`src/rtl/fsa_pkg.sv`:
```
// Package for the FIFO swap allocator: sizes, status and register codes,
// microcode encoding, the control-store program and the structs between modules.
// No dependencies.
package fsa_pkg;

    // Table and field sizes.
    localparam int ID_COUNT  = 256;
    localparam int ID_W      = $clog2(ID_COUNT);
    localparam int FILL_W    = ID_W + 1;
    localparam int SIZE_BITS = 16;
    localparam int REQ_W     = SIZE_BITS + 1;
    localparam int VSHARE_W  = SIZE_BITS + 1;
    localparam int VUSED_W   = SIZE_BITS + 2;
    localparam int EVICT_W   = ID_W + 1;

    localparam logic [VSHARE_W-1:0] VSHARE_MAX = '1;
    localparam logic [VUSED_W-1:0]  VUSED_MAX  = '1;

    // Result status codes.
    localparam logic [1:0] ST_PLACED    = 2'd0;
    localparam logic [1:0] ST_TOO_LARGE = 2'd1;
    localparam logic [1:0] ST_HELD      = 2'd2;
    localparam logic [1:0] ST_UNUSED    = 2'd3;

    // Configuration register indexes.
    localparam logic CFG_RAM_CAP  = 1'b0;
    localparam logic CFG_VIRT_CAP = 1'b1;

    // Datapath operations of a control word.
    localparam logic [3:0] OP_NONE     = 4'd0;
    localparam logic [3:0] OP_ACCEPT   = 4'd1;
    localparam logic [3:0] OP_CHECK    = 4'd2;
    localparam logic [3:0] OP_POP      = 4'd3;
    localparam logic [3:0] OP_TAKE     = 4'd4;
    localparam logic [3:0] OP_EVICT    = 4'd5;
    localparam logic [3:0] OP_SPLIT    = 4'd6;
    localparam logic [3:0] OP_PUT_RAM  = 4'd7;
    localparam logic [3:0] OP_PUT_VIRT = 4'd8;
    localparam logic [3:0] OP_EMIT     = 4'd9;

    // Jump conditions of a control word.
    localparam logic [2:0] COND_NEVER        = 3'd0;
    localparam logic [2:0] COND_ALWAYS       = 3'd1;
    localparam logic [2:0] COND_NO_INPUT     = 3'd2;
    localparam logic [2:0] COND_REFUSED      = 3'd3;
    localparam logic [2:0] COND_FITS         = 3'd4;
    localparam logic [2:0] COND_NOT_RESIDENT = 3'd5;
    localparam logic [2:0] COND_OUT_BUSY     = 3'd6;

    // Program step addresses.
    localparam int STEP_W = 4;
    localparam logic [STEP_W-1:0] S_IDLE     = 4'd0;
    localparam logic [STEP_W-1:0] S_CHECK    = 4'd1;
    localparam logic [STEP_W-1:0] S_TEST     = 4'd2;
    localparam logic [STEP_W-1:0] S_POP      = 4'd3;
    localparam logic [STEP_W-1:0] S_TAKE     = 4'd4;
    localparam logic [STEP_W-1:0] S_EVICT    = 4'd5;
    localparam logic [STEP_W-1:0] S_SPLIT    = 4'd6;
    localparam logic [STEP_W-1:0] S_PUT_RAM  = 4'd7;
    localparam logic [STEP_W-1:0] S_PUT_VIRT = 4'd8;
    localparam logic [STEP_W-1:0] S_EMIT     = 4'd9;
    localparam logic [STEP_W-1:0] S_RETURN   = 4'd10;

    typedef struct packed {
        logic [3:0]        op;
        logic [2:0]        cond;
        logic [STEP_W-1:0] target;
    } t_ctrl;

    // Condition inputs of the sequencer.
    typedef struct packed {
        logic no_input;
        logic refused;
        logic fits;
        logic not_resident;
        logic out_busy;
    } t_flags;

    // Conditions produced by the datapath.
    typedef struct packed {
        logic refused;
        logic fits;
        logic not_resident;
    } t_dp_flags;

    typedef struct packed {
        logic [1:0]           status;
        logic [SIZE_BITS-1:0] ram_granted;
        logic [VSHARE_W-1:0]  virtual_granted;
        logic [EVICT_W-1:0]   evicted_count;
        logic [SIZE_BITS-1:0] ram_in_use;
        logic [VUSED_W-1:0]   virtual_in_use;
        logic                 virtual_overcommit;
    } t_result;

    // Control store. A word jumps to target when its condition holds,
    // and otherwise steps to the next address.
    function automatic t_ctrl rom_word(input logic [STEP_W-1:0] step);
        t_ctrl w;
        unique case (step)
            S_IDLE:     w = '{op: OP_ACCEPT,   cond: COND_NO_INPUT,     target: S_IDLE};
            S_CHECK:    w = '{op: OP_CHECK,    cond: COND_REFUSED,      target: S_EMIT};
            S_TEST:     w = '{op: OP_NONE,     cond: COND_FITS,         target: S_SPLIT};
            S_POP:      w = '{op: OP_POP,      cond: COND_NEVER,        target: S_IDLE};
            S_TAKE:     w = '{op: OP_TAKE,     cond: COND_NOT_RESIDENT, target: S_TEST};
            S_EVICT:    w = '{op: OP_EVICT,    cond: COND_ALWAYS,       target: S_TEST};
            S_SPLIT:    w = '{op: OP_SPLIT,    cond: COND_NEVER,        target: S_IDLE};
            S_PUT_RAM:  w = '{op: OP_PUT_RAM,  cond: COND_NEVER,        target: S_IDLE};
            S_PUT_VIRT: w = '{op: OP_PUT_VIRT, cond: COND_NEVER,        target: S_IDLE};
            S_EMIT:     w = '{op: OP_EMIT,     cond: COND_OUT_BUSY,     target: S_EMIT};
            S_RETURN:   w = '{op: OP_NONE,     cond: COND_ALWAYS,       target: S_IDLE};
            default:    w = '{op: OP_NONE,     cond: COND_ALWAYS,       target: S_IDLE};
        endcase
        return w;
    endfunction

endpackage

```
`src/rtl/fsa_seq.sv`:
```
// Microcode sequencer: step counter, control store lookup and conditional jumps.
// Depends on fsa_pkg.
module fsa_seq
    import fsa_pkg::*;
(
    input  logic   i_clk,
    input  logic   i_rst_n,
    input  t_flags i_flags,
    output t_ctrl  o_ctrl
);

    logic [STEP_W-1:0] r_pc;
    logic [STEP_W-1:0] n_pc;
    t_ctrl             w_word;
    logic              w_jump;

    assign w_word = rom_word(r_pc);

    // Select the jump condition named by the current word.
    always_comb begin
        unique case (w_word.cond)
            COND_NEVER:        w_jump = 1'b0;
            COND_ALWAYS:       w_jump = 1'b1;
            COND_NO_INPUT:     w_jump = i_flags.no_input;
            COND_REFUSED:      w_jump = i_flags.refused;
            COND_FITS:         w_jump = i_flags.fits;
            COND_NOT_RESIDENT: w_jump = i_flags.not_resident;
            COND_OUT_BUSY:     w_jump = i_flags.out_busy;
            default:           w_jump = 1'b1;
        endcase
        n_pc = w_jump ? w_word.target : r_pc + 1'b1;
    end

    // Step counter.
    always_ff @(posedge i_clk) begin
        if (!i_rst_n) begin
            r_pc <= S_IDLE;
        end else begin
            r_pc <= n_pc;
        end
    end

    assign o_ctrl = w_word;

endmodule

```
`config.mk`:
```
export PLATFORM = sky130hd
export DESIGN_NAME = fsa_seq
export DESIGN_NICKNAME = d
export VERILOG_FILES = /design/src/rtl/fsa_pkg.sv /design/src/rtl/fsa_seq.sv
export SDC_FILE = /design/constraint.sdc
export NUM_CORES = 1
export LEC_CHECK = 0
export ABC_AREA = 1
export BUFFER_PORTS_ARGS = -buffer_cell sky130_fd_sc_hd__buf_4
export CORE_MARGIN = 4
export CORE_UTILIZATION = 40
export CTS_CLUSTER_DIAMETER = 30
export CTS_CLUSTER_SIZE = 25
export DETAILED_ROUTE_END_ITERATION = 10
export MAX_ROUTING_LAYER = met4
export PLACE_DENSITY = 0.6
export SYNTH_ARGS = -nofsm -noshare
export SYNTH_HDL_FRONTEND = slang
export SYNTH_SLANG_ARGS = --single-unit
```
`constraint.sdc`:
```
create_clock -name i_clk -period 3.4 [get_ports i_clk]
set_input_delay 0.51 -clock i_clk [delete_from_list [all_inputs] [get_ports i_clk]]
set_output_delay 0.51 -clock i_clk [all_outputs]
set_load 0.02 [all_outputs]
```
== Yosys cells after proc, flatten, opt, wreduce, memory -nomap -nowiden ==
Memories as Yosys holds them, arrays and structs flattened. A register that Yosys moved wholly into a read port is not among the register bits.
Cells that the tools add are included.

* Flip-flop bits (word level): 4
* Bits in read-only memories: 176
* Input bits: 7
* Output and inout bits: 11
* Word-level logic and storage cells: 12
* Memories kept: 1

* $add $sub $neg: 1
* Equality and inequality tests: 5
* Mux-type cells: 3
* Reductions and logical operators: 1

{| class="wikitable"
|+ Memory list
! name !! depth !! width !! rd ports !! clocked after memory_dff !! wr ports !! RTL line !! text
|-
| (name not given) || 16 || 11 || 1 || 1 || 0 || fsa_pkg.sv:100 || <nowiki>unique case (step)</nowiki>
|}

{| class="wikitable"
|+ Operators with widths
! cell !! count
|-
| $eq 3x3->1 const B || 3
|-
| $mux 4 || 2
|-
| $eq 3x2->1 const B || 2
|-
| $pmux 1 s6 || 1
|-
| $add 4x1->4 const B || 1
|-
| $logic_not 3->1 || 1
|}

== Depth between registers and ports, before layout ==
Gate-level depths: netlist (run 1).

* Depth after elaboration: 4
* Gate-level depth with buffers: 11
* Gate-level depth less buffers: 11

== Worst setup path after synthesis (run 1) ==
No wires, ideal clock.

* Path type: input port to flip-flop
* Start: input i_flags[3] (netlist bit)
* End: register o_ctrl[7] (netlist name)
* Setup time: 120 ps
* Arrival: 1523 ps
* Data required time: 3280 ps
* Setup slack: 1756 ps
* Cell stages on the path: 9
* Buffers on the path: 0
* Path through: nor2_1 o21ai_2 nand2_2 nand2_1 nand3_2 inv_1 ha_1 nand3_1 nand3_1

* Longest elaborated chain between the ends: 3

{| class="wikitable"
|+ RTL lines
! element !! RTL line !! text
|-
| from (decl) || fsa_seq.sv:8 || <nowiki>input t_flags i_flags,</nowiki>
|-
| $pmux 1 s6 || fsa_seq.sv:21 || <nowiki>unique case (w_word.cond)</nowiki>
|-
| $mux 4 || fsa_seq.sv:31 || <nowiki>n_pc = w_jump ? w_word.target : r_pc + 1'b1;</nowiki>
|-
| $mux 4 (no line) || n/a ||
|}

Every way passes these cells.
A chain may end at the register's enable or synchronous reset.

== Worst setup path after layout (run 1) ==
* Start: register o_ctrl[6] (netlist name)
* End: register o_ctrl[7] (netlist name)

* Longest elaborated chain between the ends: 4
* Elaborated cells on any way between the ends: 9
* Those cells by class: eq/ne: 5; mux: 3; reduce/logical: 1

{| class="wikitable"
|+ RTL lines
! element !! RTL line
|-
| $eq 3x3->1, or another cell as far along || fsa_seq.sv:21
|-
| $pmux 1 s6 * || fsa_seq.sv:21
|-
| $mux 4 * || fsa_seq.sv:31
|-
| $mux 4 (no line) * || n/a
|}

Every way passes the cells marked *; elsewhere a longest branch is shown, timed or not.

==> results of run 1 <==
metal layers:
layer	GRT usage	vias up	wire length, um
met1	0.143	250	597
met3	0.0361	6	97
li1	-	314	-
met5	-	-	0
met2	0.178	15	596
met4	0.0968	0	46
worst max-delay path, stage by stage, from the launching register on:
cell     delay (ns)
dfxtp_1        0.40
nand2_1        0.08
nand2_1        0.06
nand3_1        0.08
nand2_2        0.14
nand2_2        0.09
nand2_1        0.08
nand3_2        0.14
inv_1          0.12
ha_1           0.23
nand3_1        0.08
nand3_1        0.07
metrics by stage:
| stage | instance area, um^2 | instances |
|---|---|---|
| CTS | 881 | 124 |
| finish | 881 | 124 |
| global placement | 845 | 120 |
| floorplan | 704 | 88 |
| global route | 881 | 124 |
| detailed placement | 845 | 120 |
flip-flops by register name (all words and copies together), names as in the netlist:
| name | count |
|---|---|
| o_ctrl | 10 |
| r_pc | 4 |
area by class of cell:
cell class	count	area [um^2]	area share
Timing Repair Buffer	17	128	0.145
Inverter	16	60.1	0.0682
Multi-Input combinational cell	57	357	0.405
Sequential cell	14	280	0.318
Tap cell	16	20.0	0.0227
Clock buffer	4	36.3	0.0412
logic make-up after synthesis:
logic type | share of synthesized area
AOI/OAI and AO/OA | 0.0480
xor gates and xnor gates | 0.0249
adders and majority gates | 0.0711
buffers and inverters | 0.0959
DFF | 0.398
and+or+nand+nor | 0.362
path summary, 6_finish.rpt:
path | from | endpoint | cells after the start
hold reg to reg | r_pc[0] | r_pc[0] | 3
hold / removal | i_rst_n | r_pc[0] | 3
setup reg to reg | o_ctrl[6] | o_ctrl[7] | 11
setup / recovery | o_ctrl[6] | o_ctrl[7] | 11
power by group through the flow:
stage / sequential [mW] / combinational (mW) / clock [mW]
4_1_cts: 0.281 / 0.576 / 0.122
3_5_place_dp: 0.284 / 0.572 / 0
5_1_grt: 0.292 / 0.634 / 0.131
3_3_place_gp: 0.283 / 0.577 / 0
2_1_floorplan: 0.346 / 0.354 / 0
6_report: 0.280 / 0.569 / 0.117
placed cells by master (no fill, tap or decap):
| cell | count |
|---|---|
| xor2_1 | 1 |
| clkbuf_4 | 3 |
| inv_1 | 13 |
| inv_2 | 3 |
| nor2_1 | 6 |
| nor2_4 | 2 |
| ha_1 | 4 |
| buf_4 | 17 |
| nand2_1 | 12 |
| xnor2_1 | 1 |
| o21ai_1 | 2 |
| dfxtp_1 | 14 |
| nand3b_1 | 1 |
| nand2_2 | 4 |
| nand3_2 | 6 |
| a21oi_1 | 3 |
| nand3_1 | 12 |
| nor2_2 | 2 |
| o21ai_2 | 1 |
| clkbuf_8 | 1 |
==> results.yml, run 1 <==
run_status:
  status: "complete, no violations"
power:
  leakagePower_nw: 0.470
  p_switching_mw: 0.446
  pwr_density_nw_per_um2: 1100
  switching_fraction: 0.462
  seq_power_share: 0.290
  comb_power_share: 0.589
  intPower_mw: 0.520
  total_power_mw: 0.966
  clockPowerShare: 0.122
  ir_drop_mv: 0.505
placed_design:
  placement.io_buffers: 17
  place.gp.congestion: 0.826
  preCtsSetupSlack_ns: 1.55
  hpwl_um: 1070
global_route:
  grt_max_degree: 9
  globalRoute.totalOverflow: 0
  via_count_of_the_first_global_routing_pass: 552
  track_usage: 0.124
  grt_first_pass_wirelength_um: 2270
  grt_antenna_before_repair: 0
timing:
  slew_viol_final: 0
  setup_repair_after_global_routing_missed_its_margin: "false"
  totalNegativeSetupSlack_ns: 0
  fin_worst_skew_ns: 0.000581
  max-slew-margin-rel: 0.802
  layout_worst_path_cycle_share: 0.491
  max_freq_mhz: 599
  report.final.setup_viol: 0
  hold_slack_ns: 0.576
  hold_violations: 0
  tightest_slew_ns: 0.298
  finalCriticalPeriod_ns: 1.67
  layout_setup_ws_ns: 1.73
logic_synthesis:
  synth-seq-cells: 14
  yosys_cell_types: 18
  synth.most_common_cell: "dfxtp_1"
  sequential_area_share_after_synthesis: 0.398
  ys_warn_count: 0
  synth_top_area_share: 0.398
  syn-num-nets: 99
  synth_enable_flop_cells: 0
  syn_area_um2: 704
  yosys-top-cells-area: "dfxtp_1, nand3_1, nand3_2"
  yosys_most_used_dff: "dfxtp_1"
  synthesis.area_per_instance_um2: 8.00
  synth_async_sr_flop_share: 0
  yosys-top-cells-count: "dfxtp_1, inv_1, nand2_1, nand3_1"
  synthCells: 88
  yosys.area.top_type: "dfxtp_1"
clocking:
  cts_max_path_buffers: 2
  cts.clk_slew.worst_paths_ns: 0.08
  post_cts_hold_fix_bufs: 0
  cts-resized-gates: 0
  cts_tree: "built"
  tritoncts_buffers: 3
  post-cts-setup-buffer-count: 0
  clockRootBuffer: "clkbuf_4"
  numClockSinks: 14
  clock_latency_ns: 0.28
  h-tree-depth: 1
detailed_routing:
  ant_nets: 0
  totalWireLength_um: 1340
  post-route-drc-count: 0
  route.detailed.wl_per_inst_um: 10.8
  detail_route.iter0.violations: 9
  route.vias.total: 585
  drt_pass1_iterations: 4
  avgViaCountPerCell: 4.72
min_path:
  hold_class: "primary input to register"
final_layout:
  fillerInstances: 153
  syn2layout_area_growth_pct: 25.0
  final_layout_size_suffix_gt1_frac: 0.361
  nNetsFinal: 120
  post-route-util: 0.559
  insertedDiodeCount: 0
die:
  design.die.area_um2: 2500
  die_width_um: 50.0
  placement_rows: 14
  io_pins: 18
  dieHeight_um: 50.0
  start_util: 0.447
  design.core.area_um2: 1580
job:
  maxCapViolCount: 0
worst_setup_path:
  worst_setup_path_start_kind: "register"
  timing_worst_setup_path_type: "register to register"
  crit_arrival_ns: 1.84
  end_kind: "register"
  worst-endpoint-required_ns: 3.58
  r2r_slack_ns: 1.73
  critPathMaxFanout: 6
Power figures use the tool's default switching activity.
==> run 2: changes to the inputs <==
Settings changed: PLACE_DENSITY 0.6 to 0.62.
Clock period 3.4 ns to 1.47 ns, I/O delays scaled along.
==> run 2 against run 1 <==
Effect of this change:
- combinational power grew to 3.7 times the previous value
- sequential share of layout area down 6.5 points
- flip-flop and latch count unchanged
- largest cell class unchanged
- setup slack got worse by 1.8 ns
- the flow now finishes with violations (negative setup slack)
- non-clock buffer count grew 16
- hold slack got worse by 0.24 ns
- critical path depth fell by 2
- core utilization increased by 17 points
- clock power grew 100%
- critical path type unchanged
- critical endpoint unchanged
- die area unchanged
- sequential power is 140% higher
- count of clock-buffer cells in the layout down 1
==> results.yml, run 2 (same netlist as run 1, synthesis figures left out) <==
run_status:
  status: "complete, but fails checks"
  violations: "negative setup slack"
clocking:
  h-tree-depth: 1
  cts_tree: "built"
  cts.clk_slew.worst_paths_ns: 0.09
  clock_latency_ns: 0.30
  numClockSinks: 14
  clockRootBuffer: "clkbuf_4"
  tritoncts_buffers: 3
  cts_max_path_buffers: 2
timing:
  layout_setup_ws_ns: -0.0689
  finalCriticalPeriod_ns: 1.54
  totalNegativeSetupSlack_ns: -0.291
  fin_worst_skew_ns: 0.00913
  tightest_slew_ns: 0.254
  report.final.setup_viol: 8
  max-slew-margin-rel: 0.829
  layout_worst_path_cycle_share: 1.05
  slew_viol_final: 0
  hold_violations: 0
  hold_slack_ns: 0.335
  setup_repair_after_global_routing_missed_its_margin: "true"
  max_freq_mhz: 650
min_path:
  min_path_cells: 3
  hold_end: "o_ctrl[10]"
  hold_path.startpoint: "i_rst_n"
  hold_class: "primary input to register"
die:
  design.core.area_um2: 1580
  design.die.area_um2: 2500
  io_pins: 18
  start_util: 0.447
  dieHeight_um: 50.0
  die_width_um: 50.0
  placement_rows: 14
power:
  comb_power_share: 0.695
  pwr_density_nw_per_um2: 2620
  seq_power_share: 0.226
  p_switching_mw: 1.41
  leakagePower_nw: 0.570
  clockPowerShare: 0.079
  ir_drop_mv: 1.54
  intPower_mw: 1.62
  switching_fraction: 0.466
detailed_routing:
  detail_route.iter0.violations: 14
  ant_nets: 0
  avgViaCountPerCell: 4.94
  totalWireLength_um: 1850
  post-route-drc-count: 0
  route.vias.total: 692
  route.detailed.wl_per_inst_um: 13.2
  drt_pass1_iterations: 4
global_route:
  grt_antenna_before_repair: 0
  grt_first_pass_wirelength_um: 3050
  track_usage: 0.173
  globalRoute.totalOverflow: 0
  via_count_of_the_first_global_routing_pass: 671
  grt_max_degree: 9
placed_design:
  placement.io_buffers: 17
  preCtsSetupSlack_ns: -0.0803
  dp.cells: 129
  hpwl_um: 1280
  place.gp.congestion: 0.813
final_layout:
  largest_reg_flops: 10
  most-common-layout-cells: "buf_4, inv_1, dfxtp_1, nand2_1"
  final_cells: 140
  insertedDiodeCount: 0
  syn2layout_area_growth_pct: 63.8
  fillerInstances: 123
  final_layout_size_suffix_gt1_frac: 0.605
  nNetsFinal: 136
  layout.cells.most_common: "buf_4"
  post-route-util: 0.732
job:
  maxCapViolCount: 0
worst_setup_path:
  r2r_slack_ns: -0.07
  worst_setup_path_start_kind: "register"
  worst-endpoint-required_ns: 1.72
  end_kind: "register"
  worst-r2r-cell-count: 9
  critPathMaxFanout: 5
  timing_worst_setup_path_type: "register to register"
  crit_arrival_ns: 1.79
  reg2reg_launch_point: "o_ctrl[6]"
  reg2reg_to: "o_ctrl[7]"
## run 2: cell types whose count changed in the layout (fill, tap and decap cells not counted), moves of 3 or more
cell / change
buf_4: +16
dfxtp_4: +3
nand3_4: +6
a21oi_1: -3
dfxtp_1: -3
nand3_1: -6
nand2_1: -4
a21oi_2: +3
## run 2: how the worst max path moves through the flow
stage	slack [ns]	to	cells past startpoint	startpoint
2_1_floorplan	-0.05	o_ctrl[7]	10	o_ctrl[6]
3_3_place_gp	-0.06	o_ctrl[7]	10	o_ctrl[6]
3_5_place_dp	-0.08	o_ctrl[7]	11	o_ctrl[6]
4_1_cts	-0.05	o_ctrl[7]	11	o_ctrl[6]
5_1_grt	-0.14	o_ctrl[7]	10	o_ctrl[6]
6_report	-0.07	o_ctrl[7]	9	o_ctrl[6]
## run 2: metrics by stage
stage	total power [mW]	instance area (um^2)
floorplan	1.76	761
global placement	2.32	968
detailed placement	2.34	968
CTS	2.78	1060
global route	3.26	1150
finish	3.03	1150
## run 2: power by group through the flow
stage / clock network (mW) / logic, mW / registers, mW
final: 0.238 / 2.10 / 0.683
after global routing: 0.270 / 2.28 / 0.709
after CTS: 0.247 / 1.86 / 0.670
after detailed placement: 0 / 1.66 / 0.677
after global placement: 0 / 1.64 / 0.672
after floorplan: 0 / 0.939 / 0.817
## run 2: repair_timing
| action | CTS | global route |
|---|---|---|
| hold buffers | 0 | 0 |
| endpoints found under the setup margin | 7 | 12 |
| setup buffers | 4 | 3 |
| gates resized for setup | 8 | 15 |
| pin swaps | 6 | 9 |
## run 2: routing by layer
layer,part of all wire,global-route usage,vias to the layer above
li1,-,-,353
met1,0.43,0.191,305
met2,0.48,0.278,27
met3,0.056,0.0422,7
met4,0.034,0.111,0
met5,0,-,-
## run 2: layout make-up
class	count	area, um^2	area share
Timing Repair Buffer	33	248	0.215
Multi-Input combinational cell	57	503	0.436
Tap cell	16	20.0	0.0174
Clock inverter	1	3.75	0.00325
Clock buffer	3	22.5	0.0195
Inverter	16	65.1	0.0564
Sequential cell	14	292	0.253
## run 2: worst max-delay path, stage by stage (launching register included)
cell	delay, ns
dfxtp_4	0.38
inv_4	0.07
nor2_4	0.04
o21ai_4	0.22
nand3b_1	0.17
nand3_4	0.17
inv_4	0.05
ha_4	0.26
nand3_2	0.07
nand3_2	0.06
==> run 3: changes to the inputs <==
Settings changed: CORE_UTILIZATION 40 to 35, PLACE_DENSITY 0.62 to 0.56.
==> run 3 against run 2 <==
Effect of this change:
- the run still ends with negative setup slack left
- cell count up 0.71%
- sequential power about the same
- via count down 6.6%
- total power down 11%
- setup slack better by 0.017 ns
- clock power down 4%
- maximum frequency up 1.1%
- hold slack worse by 0.027 ns
- clock skew down 0.0071 ns
- critical endpoint unchanged
- largest cell class unchanged
- highest routed layer unchanged
==> results.yml, run 3 (same netlist as run 1, synthesis figures left out) <==
clocking:
  clockRootBuffer: "clkbuf_4"
  cts_tree: "built"
  cts.clk_slew.worst_paths_ns: 0.08
  cts_max_path_buffers: 2
  h-tree-depth: 1
  numClockSinks: 14
  post_cts_hold_fix_bufs: 0
  tritoncts_buffers: 3
  clock_latency_ns: 0.28
worst_setup_path:
  worst_path_max_delay_cell: "dfxtp_4"
  slowest_delay_ns: 0.38
  end_kind: "register"
  critPathMaxFanout: 5
  path_cells: "inv_2, nand2_1, nand3_1, nand2_2, nand2_4, nand2_4, nand3_4, inv_4, ha_4, nand3_2, nand3_2"
  cpLargestDelayFamily: "simple AND/OR/NAND/NOR gates"
  path_buf_inv: 2
  timing_worst_setup_path_type: "register to register"
  worst_setup_path_start_kind: "register"
  worst-endpoint-required_ns: 1.65
  crit_arrival_ns: 1.70
timing:
  report.final.setup_viol: 4
  totalNegativeSetupSlack_ns: -0.111
  hold_violations: 0
  finalCriticalPeriod_ns: 1.52
  layout_worst_path_cycle_share: 1.04
  max_freq_mhz: 657
  setup_repair_after_global_routing_missed_its_margin: "true"
  tightest_slew_ns: 0.242
  layout_setup_ws_ns: -0.0523
  fin_worst_skew_ns: 0.00199
  hold_slack_ns: 0.308
  slew_viol_final: 0
  max-slew-margin-rel: 0.838
job:
  maxCapViolCount: 0
run_status:
  status: "complete, but fails checks"
  violations: "negative setup slack"
power:
  pwr_density_nw_per_um2: 2530
  ir_drop_mv: 1.28
  leakagePower_nw: 0.521
die:
  start_util: 0.387
  dieHeight_um: 52.9
  placement_rows: 15
  design.core.area_um2: 1820
  die_width_um: 52.9
  io_pins: 18
  design.die.area_um2: 2790
detailed_routing:
  ant_nets: 0
  post-route-drc-count: 0
  route.detailed.wl_per_inst_um: 11.1
  drt_pass1_iterations: 4
  detail_route.iter0.violations: 13
  avgViaCountPerCell: 4.58
  totalWireLength_um: 1570
  route.vias.total: 646
final_layout:
  sequential_cell_area_um2: 292
  multiInputGateArea_um2: 467
  final_layout_size_suffix_gt1_frac: 0.552
  nNetsFinal: 128
  most-common-layout-cells: "buf_4, inv_1, dfxtp_1, nand3_1, nand2_1"
  syn2layout_area_growth_pct: 51.3
  largest_reg_flops: 10
  fillerInstances: 173
  insertedDiodeCount: 0
  layout.cells.most_common: "buf_4"
global_route:
  grt_max_degree: 9
  grt_antenna_before_repair: 0
  grt_first_pass_wirelength_um: 2540
  track_usage: 0.135
  globalRoute.totalOverflow: 0
  via_count_of_the_first_global_routing_pass: 585
placed_design:
  placement.io_buffers: 17
  place.gp.congestion: 0.781
  hpwl_um: 1240
  preCtsSetupSlack_ns: -0.122
min_path:
  hold_class: "primary input to register"
-- run 3: metal layers --
layer | share of wire | track usage | vias to the layer above
li1 | - | - | 331
met5 | 0 | - | -
met4 | 0.026 | 0.102 | 0
met1 | 0.45 | 0.156 | 293
met3 | 0.052 | 0.0338 | 5
met2 | 0.47 | 0.200 | 17
-- run 3: worst min-delay path, stage by stage --
cell     delay, ns
buf_4         0.15
nand2_1       0.11
nor2_4        0.06
-- run 3: layout make-up --
| class | instances | area share |
|---|---|---|
| tap | 25 | 0.0293 |
| multi-input combinational | 57 | 0.438 |
| clock buffer | 4 | 0.0246 |
| timing repair buffer | 25 | 0.176 |
| sequential | 14 | 0.273 |
| inverter | 16 | 0.0587 |
-- run 3: power by group --
group	internal, mW	switching (mW)
Combinational	0.744	1.04
Clock	0.106	0.123
Sequential	0.580	0.0991
-- run 3: path summary, 6_finish.rpt --
kind / startpoint / to / slack, ns / depth (start not counted)
min: i_rst_n / r_pc[2] / 0.31 / 3
max: o_ctrl[6] / o_ctrl[7] / -0.05 / 11
max reg2reg: o_ctrl[6] / o_ctrl[7] / -0.05 / 11
min reg2reg: o_ctrl[2] / r_pc[2] / 0.73 / 4
-- run 3: what timing repair did --
item / in CTS / in global routing
cloned: 0 / 0
endpoints found under the hold margin: 0 / 0
pin swaps: 5 / 6
setup endpoints to repair: 8 / 9
gates resized for setup: 5 / 11
buffers inserted: 1 / 1
-- run 3: through the flow --
stage	total power [mW]	cells	instance area, um^2	util
after global routing	2.93	141	1070	0.586
after global placement	2.27	135	957	0.526
final	2.69	141	1070	0.586
after CTS	2.58	140	1010	0.555
after detailed placement	2.27	135	957	0.526
after floorplan	1.76	88	761	-
